==> config.mk <==
export PLATFORM = sky130hd
export DESIGN_NAME = humidity_sensor_frame_check_top
export DESIGN_NICKNAME = d
export VERILOG_FILES = /design/src/rtl/hscf_pkg.sv /design/src/rtl/hscf_front.sv /design/src/rtl/hscf_queue.sv /design/src/rtl/hscf_conv.sv /design/src/rtl/humidity_sensor_frame_check_top.sv
export SDC_FILE = /design/constraint.sdc
export NUM_CORES = 1
export LEC_CHECK = 0
export ABC_AREA = 1
export BUFFER_PORTS_ARGS = -buffer_cell sky130_fd_sc_hd__clkbuf_2
export CORE_ASPECT_RATIO = 0.8
export CORE_MARGIN = 3
export CORE_UTILIZATION = 45
export CTS_CLUSTER_SIZE = 30
export DETAILED_ROUTE_END_ITERATION = 16
export GPL_TIMING_DRIVEN = 0
export PLACE_DENSITY = 0.71
export SETUP_SLACK_MARGIN = 0.15
export SYNTH_ARGS = -nofsm -noshare
export SYNTH_HDL_FRONTEND = slang
export SYNTH_HIERARCHICAL = 1
export SYNTH_SLANG_ARGS = --single-unit
==> constraint.sdc <==
create_clock -name clk -period 6.86 [get_ports clk]
set_input_delay 0.686 -clock clk [delete_from_list [all_inputs] [get_ports clk]]
set_output_delay 0.686 -clock clk [all_outputs]
set_load 0.02 [all_outputs]
==> src/rtl/hscf_pkg.sv <==
// Shared types and constants for the humidity sensor frame checker.
// Used by the front, the frame queue, the converter and the top level.
package hscf_pkg;

  // Frame queue depth and the widths that follow from it
  localparam int QueueDepth = 4;
  localparam int QueueAw    = (QueueDepth > 1) ? $clog2(QueueDepth) : 1;
  localparam int QueueCw    = $clog2(QueueDepth + 1);

  // CRC-8 generator polynomial and seed
  localparam logic [7:0] CRC_POLY = 8'h31;
  localparam logic [7:0] CRC_INIT = 8'hFF;

  // Conversion to hundredths: span * raw / 65535, then minus offset
  localparam logic [14:0] TEMP_SPAN    = 15'd17500;
  localparam logic [14:0] TEMP_OFFSET  = 15'd4500;
  localparam logic [14:0] HUMID_SPAN   = 15'd12500;
  localparam logic [14:0] HUMID_OFFSET = 15'd600;

  // One checked frame, handed from the front to the converter
  typedef struct packed {
    logic        temp_ok;
    logic        humid_ok;
    logic [15:0] raw_temp;
    logic [15:0] raw_humid;
  } frame_rec_t;

endpackage

==> src/rtl/hscf_front.sv <==
// Byte front end: tracks the frame position, runs the CRC-8 over each word
// and emits one frame record after the sixth byte. Depends on hscf_pkg.
module hscf_front (
  input  logic                clk,
  input  logic                rst,
  input  logic                in_valid,
  output logic                in_stall,
  input  logic [7:0]          data_byte,
  input  logic                frame_start,
  input  logic                queue_full,
  output logic                push,
  output hscf_pkg::frame_rec_t push_rec
);

  // Frame position, one bit per byte slot
  typedef enum logic [5:0] {
    POS_T_MSB = 6'b000001,
    POS_T_LSB = 6'b000010,
    POS_T_CRC = 6'b000100,
    POS_H_MSB = 6'b001000,
    POS_H_LSB = 6'b010000,
    POS_H_CRC = 6'b100000
  } pos_t;

  pos_t        pos, pos_next, pos_eff;
  logic [7:0]  running_crc, running_crc_next;
  logic [7:0]  word_high, word_high_next;
  logic [7:0]  word_low, word_low_next;
  logic [15:0] held_temp, held_temp_next;
  logic        held_temp_ok, held_temp_ok_next;
  logic        accept;

  // Feed one byte through the CRC, MSB first
  function automatic logic [7:0] crc8_feed(input logic [7:0] crc, input logic [7:0] b);
    logic [7:0] c;
    c = crc ^ b;
    for (int i = 0; i < 8; i++) begin
      c = c[7] ? ({c[6:0], 1'b0} ^ hscf_pkg::CRC_POLY) : {c[6:0], 1'b0};
    end
    return c;
  endfunction

  // Hold off bytes while the queue has no room
  assign in_stall = queue_full;
  assign accept   = in_valid & ~queue_full;

  // Decode the current byte against the frame position
  always_comb begin
    pos_eff           = frame_start ? POS_T_MSB : pos;
    pos_next          = pos;
    running_crc_next  = running_crc;
    word_high_next    = word_high;
    word_low_next     = word_low;
    held_temp_next    = held_temp;
    held_temp_ok_next = held_temp_ok;
    push              = 1'b0;
    push_rec.temp_ok   = held_temp_ok;
    push_rec.humid_ok  = (running_crc == data_byte);
    push_rec.raw_temp  = held_temp;
    push_rec.raw_humid = {word_high, word_low};
    if (accept) begin
      case (pos_eff)
        POS_T_MSB: begin
          running_crc_next = crc8_feed(hscf_pkg::CRC_INIT, data_byte);
          word_high_next   = data_byte;
          pos_next         = POS_T_LSB;
        end
        POS_T_LSB: begin
          running_crc_next = crc8_feed(running_crc, data_byte);
          held_temp_next   = {word_high, data_byte};
          pos_next         = POS_T_CRC;
        end
        POS_T_CRC: begin
          held_temp_ok_next = (running_crc == data_byte);
          running_crc_next  = hscf_pkg::CRC_INIT;
          pos_next          = POS_H_MSB;
        end
        POS_H_MSB: begin
          running_crc_next = crc8_feed(hscf_pkg::CRC_INIT, data_byte);
          word_high_next   = data_byte;
          pos_next         = POS_H_LSB;
        end
        POS_H_LSB: begin
          running_crc_next = crc8_feed(running_crc, data_byte);
          word_low_next    = data_byte;
          pos_next         = POS_H_CRC;
        end
        POS_H_CRC: begin
          push             = 1'b1;
          running_crc_next = hscf_pkg::CRC_INIT;
          pos_next         = POS_T_MSB;
        end
        default: begin
          // Unknown position code: restart as the first byte
          running_crc_next = crc8_feed(hscf_pkg::CRC_INIT, data_byte);
          word_high_next   = data_byte;
          pos_next         = POS_T_LSB;
        end
      endcase
    end
  end

  // Advance the frame state
  always_ff @(posedge clk) begin
    if (rst) begin
      pos          <= POS_T_MSB;
      running_crc  <= hscf_pkg::CRC_INIT;
      word_high    <= 8'd0;
      word_low     <= 8'd0;
      held_temp    <= 16'd0;
      held_temp_ok <= 1'b0;
    end else begin
      pos          <= pos_next;
      running_crc  <= running_crc_next;
      word_high    <= word_high_next;
      word_low     <= word_low_next;
      held_temp    <= held_temp_next;
      held_temp_ok <= held_temp_ok_next;
    end
  end

`ifndef SYNTH
  // A completed frame always returns the position to the first byte
  a_push_restarts: assert property (@(posedge clk) disable iff (rst)
    push |=> (pos == POS_T_MSB && running_crc == hscf_pkg::CRC_INIT))
    else $error("front: position not restarted after frame");
`endif

endmodule

==> src/rtl/hscf_queue.sv <==
// Short frame queue between the byte front end and the converter.
// Register array with read and write pointers. Depends on hscf_pkg.
module hscf_queue (
  input  logic                 clk,
  input  logic                 rst,
  input  logic                 push,
  input  hscf_pkg::frame_rec_t push_rec,
  output logic                 full,
  input  logic                 pop,
  output logic                 pop_valid,
  output hscf_pkg::frame_rec_t pop_rec
);

  hscf_pkg::frame_rec_t             slots [hscf_pkg::QueueDepth];
  logic [hscf_pkg::QueueAw-1:0]     wr_ptr, rd_ptr;
  logic [hscf_pkg::QueueCw-1:0]     count;
  logic                             do_push, do_pop;

  localparam logic [hscf_pkg::QueueAw-1:0] LAST = hscf_pkg::QueueAw'(hscf_pkg::QueueDepth - 1);
  localparam logic [hscf_pkg::QueueCw-1:0] FULL = hscf_pkg::QueueCw'(hscf_pkg::QueueDepth);

  assign full      = (count == FULL);
  assign pop_valid = (count != '0);
  assign pop_rec   = slots[rd_ptr];
  assign do_push   = push & ~full;
  assign do_pop    = pop & pop_valid;

  // Store incoming frame
  always_ff @(posedge clk) begin
    if (do_push) begin
      slots[wr_ptr] <= push_rec;
    end
  end

  // Advance pointers and fill count
  always_ff @(posedge clk) begin
    if (rst) begin
      wr_ptr <= '0;
      rd_ptr <= '0;
      count  <= '0;
    end else begin
      if (do_push) begin
        wr_ptr <= (wr_ptr == LAST) ? '0 : wr_ptr + 1'b1;
      end
      if (do_pop) begin
        rd_ptr <= (rd_ptr == LAST) ? '0 : rd_ptr + 1'b1;
      end
      if (do_push && !do_pop) begin
        count <= count + 1'b1;
      end else if (do_pop && !do_push) begin
        count <= count - 1'b1;
      end
    end
  end

`ifndef SYNTH
  a_count_bound: assert property (@(posedge clk) disable iff (rst)
    count <= FULL)
    else $error("queue: fill count beyond depth");
  a_no_overflow: assert property (@(posedge clk) disable iff (rst)
    !(push && full))
    else $error("queue: push while full");
`endif

endmodule

==> src/rtl/hscf_conv.sv <==
// Back end: converts raw words to hundredths in a three-stage pipeline
// (multiply, divide by 65535, offset) and holds the result word. Uses hscf_pkg.
module hscf_conv (
  input  logic                 clk,
  input  logic                 rst,
  input  logic                 q_valid,
  input  hscf_pkg::frame_rec_t q_rec,
  output logic                 pop,
  output logic                 out_valid,
  input  logic                 out_stall,
  output logic                 frame_ok,
  output logic                 temp_crc_ok,
  output logic                 humid_crc_ok,
  output logic [15:0]          raw_temp,
  output logic [15:0]          raw_humid,
  output logic signed [14:0]   temp_centi,
  output logic signed [14:0]   humid_centi
);

  logic                 en;
  logic                 v1, v2;
  hscf_pkg::frame_rec_t rec1, rec2;
  logic [30:0]          prod_t, prod_h;
  logic [14:0]          quo_t, quo_h;

  // Exact floor(x / 65535) for x below 65535 * 32768
  function automatic logic [14:0] div_65535(input logic [30:0] x);
    logic [31:0] s;
    s = {1'b0, x} + {17'd0, x[30:16]} + 32'd1;
    return s[30:16];
  endfunction

  // Move the whole pipe when the output word is free or being taken
  assign en  = ~out_valid | ~out_stall;
  assign pop = q_valid & en;

  // Stage one: constant multiplies
  always_ff @(posedge clk) begin
    if (en) begin
      rec1   <= q_rec;
      prod_t <= 31'(q_rec.raw_temp) * 31'(hscf_pkg::TEMP_SPAN);
      prod_h <= 31'(q_rec.raw_humid) * 31'(hscf_pkg::HUMID_SPAN);
    end
  end

  // Stage two: divide by 65535
  always_ff @(posedge clk) begin
    if (en) begin
      rec2  <= rec1;
      quo_t <= div_65535(prod_t);
      quo_h <= div_65535(prod_h);
    end
  end

  // Output word: apply offsets, hold while stalled
  always_ff @(posedge clk) begin
    if (en) begin
      frame_ok     <= rec2.temp_ok & rec2.humid_ok;
      temp_crc_ok  <= rec2.temp_ok;
      humid_crc_ok <= rec2.humid_ok;
      raw_temp     <= rec2.raw_temp;
      raw_humid    <= rec2.raw_humid;
      temp_centi   <= $signed(quo_t - hscf_pkg::TEMP_OFFSET);
      humid_centi  <= $signed(quo_h - hscf_pkg::HUMID_OFFSET);
    end
  end

  // Stage valid bits
  always_ff @(posedge clk) begin
    if (rst) begin
      v1        <= 1'b0;
      v2        <= 1'b0;
      out_valid <= 1'b0;
    end else if (en) begin
      v1        <= q_valid;
      v2        <= v1;
      out_valid <= v2;
    end
  end

`ifndef SYNTH
  a_pop_fills_s1: assert property (@(posedge clk) disable iff (rst)
    pop |=> v1)
    else $error("conv: popped frame lost before stage one");
  a_s2_reaches_out: assert property (@(posedge clk) disable iff (rst)
    (v2 && en) |=> out_valid)
    else $error("conv: stage two word not delivered to output");
`endif

endmodule

==> src/rtl/humidity_sensor_frame_check_top.sv <==
// Top level of the humidity sensor frame checker.
// Instantiates hscf_front, hscf_queue and hscf_conv; uses hscf_pkg.
//
// Usage:
//   Input channel (in_valid / in_stall) takes the response bytes in order:
//   temperature MSB, LSB, CRC, humidity MSB, LSB, CRC. frame_start marks a
//   first byte and drops any partial frame. After a complete frame the
//   position wraps, so the next byte starts a new frame on its own.
//   Output channel (out_valid / out_stall) gives one result word per frame:
//   both raw words, both CRC verdicts and the values in hundredths.
//   Throughput: one byte per cycle while in_stall is low.
//   After the edge that takes the sixth byte the frame is popped from the
//   queue and registered by the multiply, divide by 65535 and offset stages.
//   The front end and the converter are parted by a four-frame queue; when
//   out_stall holds a waiting result word the converter pipeline holds, the
//   queue fills, and in_stall rises only once the queue is full.
//   Reset (rst, synchronous) restarts the frame position and CRC, empties
//   the queue and clears all pipeline valid bits.
module humidity_sensor_frame_check_top (
  input  logic                clk,
  input  logic                rst,
  input  logic                in_valid,
  output logic                in_stall,
  input  logic [7:0]          data_byte,
  input  logic                frame_start,
  output logic                out_valid,
  input  logic                out_stall,
  output logic                frame_ok,
  output logic                temp_crc_ok,
  output logic                humid_crc_ok,
  output logic [15:0]         raw_temp,
  output logic [15:0]         raw_humid,
  output logic signed [14:0]  temp_centi,
  output logic signed [14:0]  humid_centi
);

  logic                 push, queue_full, pop, q_valid;
  hscf_pkg::frame_rec_t push_rec, q_rec;

  // Classify bytes and check CRCs
  hscf_front u_front (
    .clk         (clk),
    .rst         (rst),
    .in_valid    (in_valid),
    .in_stall    (in_stall),
    .data_byte   (data_byte),
    .frame_start (frame_start),
    .queue_full  (queue_full),
    .push        (push),
    .push_rec    (push_rec)
  );

  // Buffer checked frames
  hscf_queue u_queue (
    .clk       (clk),
    .rst       (rst),
    .push      (push),
    .push_rec  (push_rec),
    .full      (queue_full),
    .pop       (pop),
    .pop_valid (q_valid),
    .pop_rec   (q_rec)
  );

  // Convert and deliver results
  hscf_conv u_conv (
    .clk          (clk),
    .rst          (rst),
    .q_valid      (q_valid),
    .q_rec        (q_rec),
    .pop          (pop),
    .out_valid    (out_valid),
    .out_stall    (out_stall),
    .frame_ok     (frame_ok),
    .temp_crc_ok  (temp_crc_ok),
    .humid_crc_ok (humid_crc_ok),
    .raw_temp     (raw_temp),
    .raw_humid    (raw_humid),
    .temp_centi   (temp_centi),
    .humid_centi  (humid_centi)
  );

endmodule

==> flow_metrics.tcl <==
set metrics [dict create \
    cp_top_family "adder cells" \
    clock_path_buffers 3 \
    routed_wl_mm 54.1 \
    track_usage_pct 18.5 \
    io_buffer_count 79 \
    cts-buffers-inserted 45 \
    synth.net_count 3051 \
    ant_nets 0 \
    synth_top_cells_by_area "edfxtp_1 (42%), ha_1 (12%), nand2_1 (9.4%)" \
    max_cap_viol_count 0 \
    grt_pass1_vias 16800 \
    place_area_um2 27000 \
    synth_top_area_share_pct 41.7 \
    vias 18000 \
    crit_type "flop to flop" \
    ys_ff_latch 412 \
    startpoint_type "flop" \
    yosysUniqueCellTypes 51 \
    hold_path_class "flop to flop" \
    cp_slowest_cell "o22ai_1" \
    nNetsFinal 3182 \
    critPathBufInv 6 \
    end_kind "flop" \
    yosysTopAreaCell "edfxtp_1" \
    n_antenna_cell 0 \
    p_leak_nw 13.1 \
    place_ws_ns 1.05 \
    drc 0 \
    fp.dieH_um 219 \
    tightest_slew_ns 1.20 \
    ir_drop_uv 152 \
    rsz0062_at_grt "false" \
    cts.clk_slew.worst_paths_ns 0.07 \
    ff_latch_area_um2 11800 \
    multiInputGateArea_um2 11600 \
    h-tree-depth 2 \
    die_area_um2 59500 \
    slew_viol_final 0 \
    holdBufCountCts 0 \
    setup_ws_ns 1.08 \
    drive_above_1_share_pct 9.32 \
    root_buffer "clkbuf_16" \
    drt_iter0_drc 1316 \
    worstSkewPairLatency_ns 0.57 \
    boundaryPins 80 \
    syn_avg_cell_area_um2 9.38 \
    area_growth_pct 11.8 \
    gr-total-overflow 0 \
    antenna_found_initial 1 \
    r2r_setup_slack_ns 1.08 \
    clock_skew_ns 0.0227 \
    status "finished, final reports clean" \
    design_area_um2 28500 \
    die_w_um 272 \
    finalCritPeriodShare_pct 84.3 \
    cts_tree "done" \
    detail_route.wl_per_cell_um 14.9 \
    syn_inst 2713 \
    ys_warn_count 6 \
    crit_chain "inv_2 > buf_2 > o21ai_0 > o22ai_1 > ha_1 > inv_1 > fa_1 > inv_1 > ha_1 > fa_1 > inv_1 > fa_1 > inv_1 > ha_1 > a21o_1 > a21oi_1 > nor2_1 > nor2_1 > nand2_1 > nand2_1 > nand2_1" \
    required_ns 7.16 \
    power.density_nw_per_um2 186 \
    grt_max_degree 127 \
    hpwl_mm 41.0 \
    worstPathMaxFanout 10 \
    cts_resized 0 \
    layout_min_cycle_time_ns 5.78 \
    finalHoldViolCount 0 \
    rows 77 \
    crit_top_cell "inv_1" \
    start_util_pct 45.8 \
    setup_violations 0 \
    syn_area_um2 25400 \
    slowest_delay_ns 0.92 \
    maxClockFrequency_mhz 173 \
    vias_per_cell 4.96 \
    arrival_ns 6.08 \
    nFillCells 4979 \
    firstDrtPassIters 5 \
    synth-seq-area-share_pct 46.3 \
    core_region_area_um2 55600 \
    post_cts_buffers 0 \
    grt_pass1_wl_mm 87.4 \
    fin_setup_tns_ns 0 \
    clkSinkCount 412 \
    relSlewSlack_pct 19.1 \
    gp_congestion 0.932 \
]
[worst reg2reg max path: stages, from the launching register on]
cell	delay, ns
dfxtp_1	0.41
inv_2	0.17
buf_2	0.25
o21ai_0	0.14
o22ai_1	0.92
ha_1	0.32
inv_1	0.06
fa_1	0.48
inv_1	0.04
ha_1	0.32
fa_1	0.48
inv_1	0.06
fa_1	0.54
inv_1	0.04
ha_1	0.36
a21o_1	0.20
a21oi_1	0.29
nor2_1	0.07
nor2_1	0.15
nand2_1	0.09
nand2_1	0.06
nand2_1	0.09
[power breakdown]
group	leakage (nW)	internal (mW)	switching, mW
combinational	8.63	0.0502	0.102
sequential	3.79	2.70	0.0179
clock	0.727	1.44	0.986
[worst paths after layout]
kind	from	end	cells after the start
setup / recovery	flop	u_conv/prod_t[22]	21
hold / removal	u_conv/rec1[15]	u_conv/rec2[15]	0
setup reg to reg	flop	u_conv/prod_t[22]	21
hold reg to reg	u_conv/rec1[15]	u_conv/rec2[15]	0
[state kept, by name, indices dropped and copies added, names as in the netlist, 3 cells and up, named ones only]
| signal | flops |
|---|---|
| u_conv/humid_centi | 15 |
| u_conv/prod_h | 26 |
| u_conv/prod_t | 28 |
| u_conv/quo_h | 15 |
| u_conv/quo_t | 15 |
| u_conv/raw_humid | 16 |
| u_conv/raw_temp | 16 |
| u_conv/rec1 | 34 |
| u_conv/rec2 | 34 |
| u_conv/temp_centi | 15 |
| u_front/held_temp | 16 |
| u_front/pos | 6 |
| u_front/running_crc | 8 |
| u_front/word_high | 8 |
| u_front/word_low | 8 |
| u_queue/count | 3 |
| u_queue/slots | 136 |
[cells in the final DEF (no fill, tap or decap), drive strengths merged, types with 20 or more instances in the layout]
cell type / netlist / routed
nand2: 648 / 648
inv: 487 / 491
edfxtp: 353 / 353
nor2: 259 / 259
ha: 241 / 241
o21ai: 138 / 138
clkbuf: 7 / 136
nand3: 132 / 132
a21oi: 100 / 100
fa: 84 / 84
dfxtp: 59 / 59
xor2: 47 / 47
o22ai: 34 / 34
buf: 26 / 31
nand4: 23 / 23
clkinv: 1 / 20
[layout make-up]
class                   instances  area share [%]
flip-flops and latches        412            41.4
multi-input cells            1780            40.9
inverters                     488            6.46
clock buffers                  50            4.17
well taps                     750            3.30
repair buffers                 84            1.87
clock inverters                30            1.06
plain buffers                  33           0.840
[synth_stat cells (all sizes together)]
master    n
a21o      9
a21oi   100
a31oi     1
and2      2
buf      26
clkbuf    7
clkinv    1
dfxtp    59
edfxtp  353
fa       84
ha      241
inv     487
nand2   648
nand2b    1
nand3   132
nand3b    8
nand4    23
nor2    259
nor3     16
nor4      5
o211ai    3
o21a      1
o21ai   138
o21bai    2
o22ai    34
o31ai     2
or2       5
xnor2    19
xor2     47
[cells by family (layout without fill, tap and decap cells)]
family,Yosys count,after routing,share of synthesized area (%)
AND/OR/NAND/NOR,1099,1099,18.2
buffers and inverters,521,685,8.17
flip-flops,412,412,46.3
adder cells (fa/ha/maj),325,325,18.5
AO/OA/AOI/OAI,290,290,6.62
XOR/XNOR,66,66,2.27
[stage by stage]
step                utilization, %  total power [mW]  cells  hold slack, ns
global placement              48.2              2.92   3542           0.401
floorplan                        -              2.88   2713           0.400
CTS                           51.2              5.37   3627           0.401
detailed placement            48.5              2.92   3547           0.405
global route                  51.2              5.49   3627           0.416
finish                        51.2              5.30   3627           0.403
[layer usage]
layer  vias to the layer above  share of wire (%)  track usage (%)
li1                       9135                  -                -
met1                      8307                 49             27.3
met2                       470                 43             28.7
met3                        66                6.0             2.50
met4                         0                1.9             4.54
met5                         -                  0                0
No activity file was read; power rests on OpenSTA's default activity.
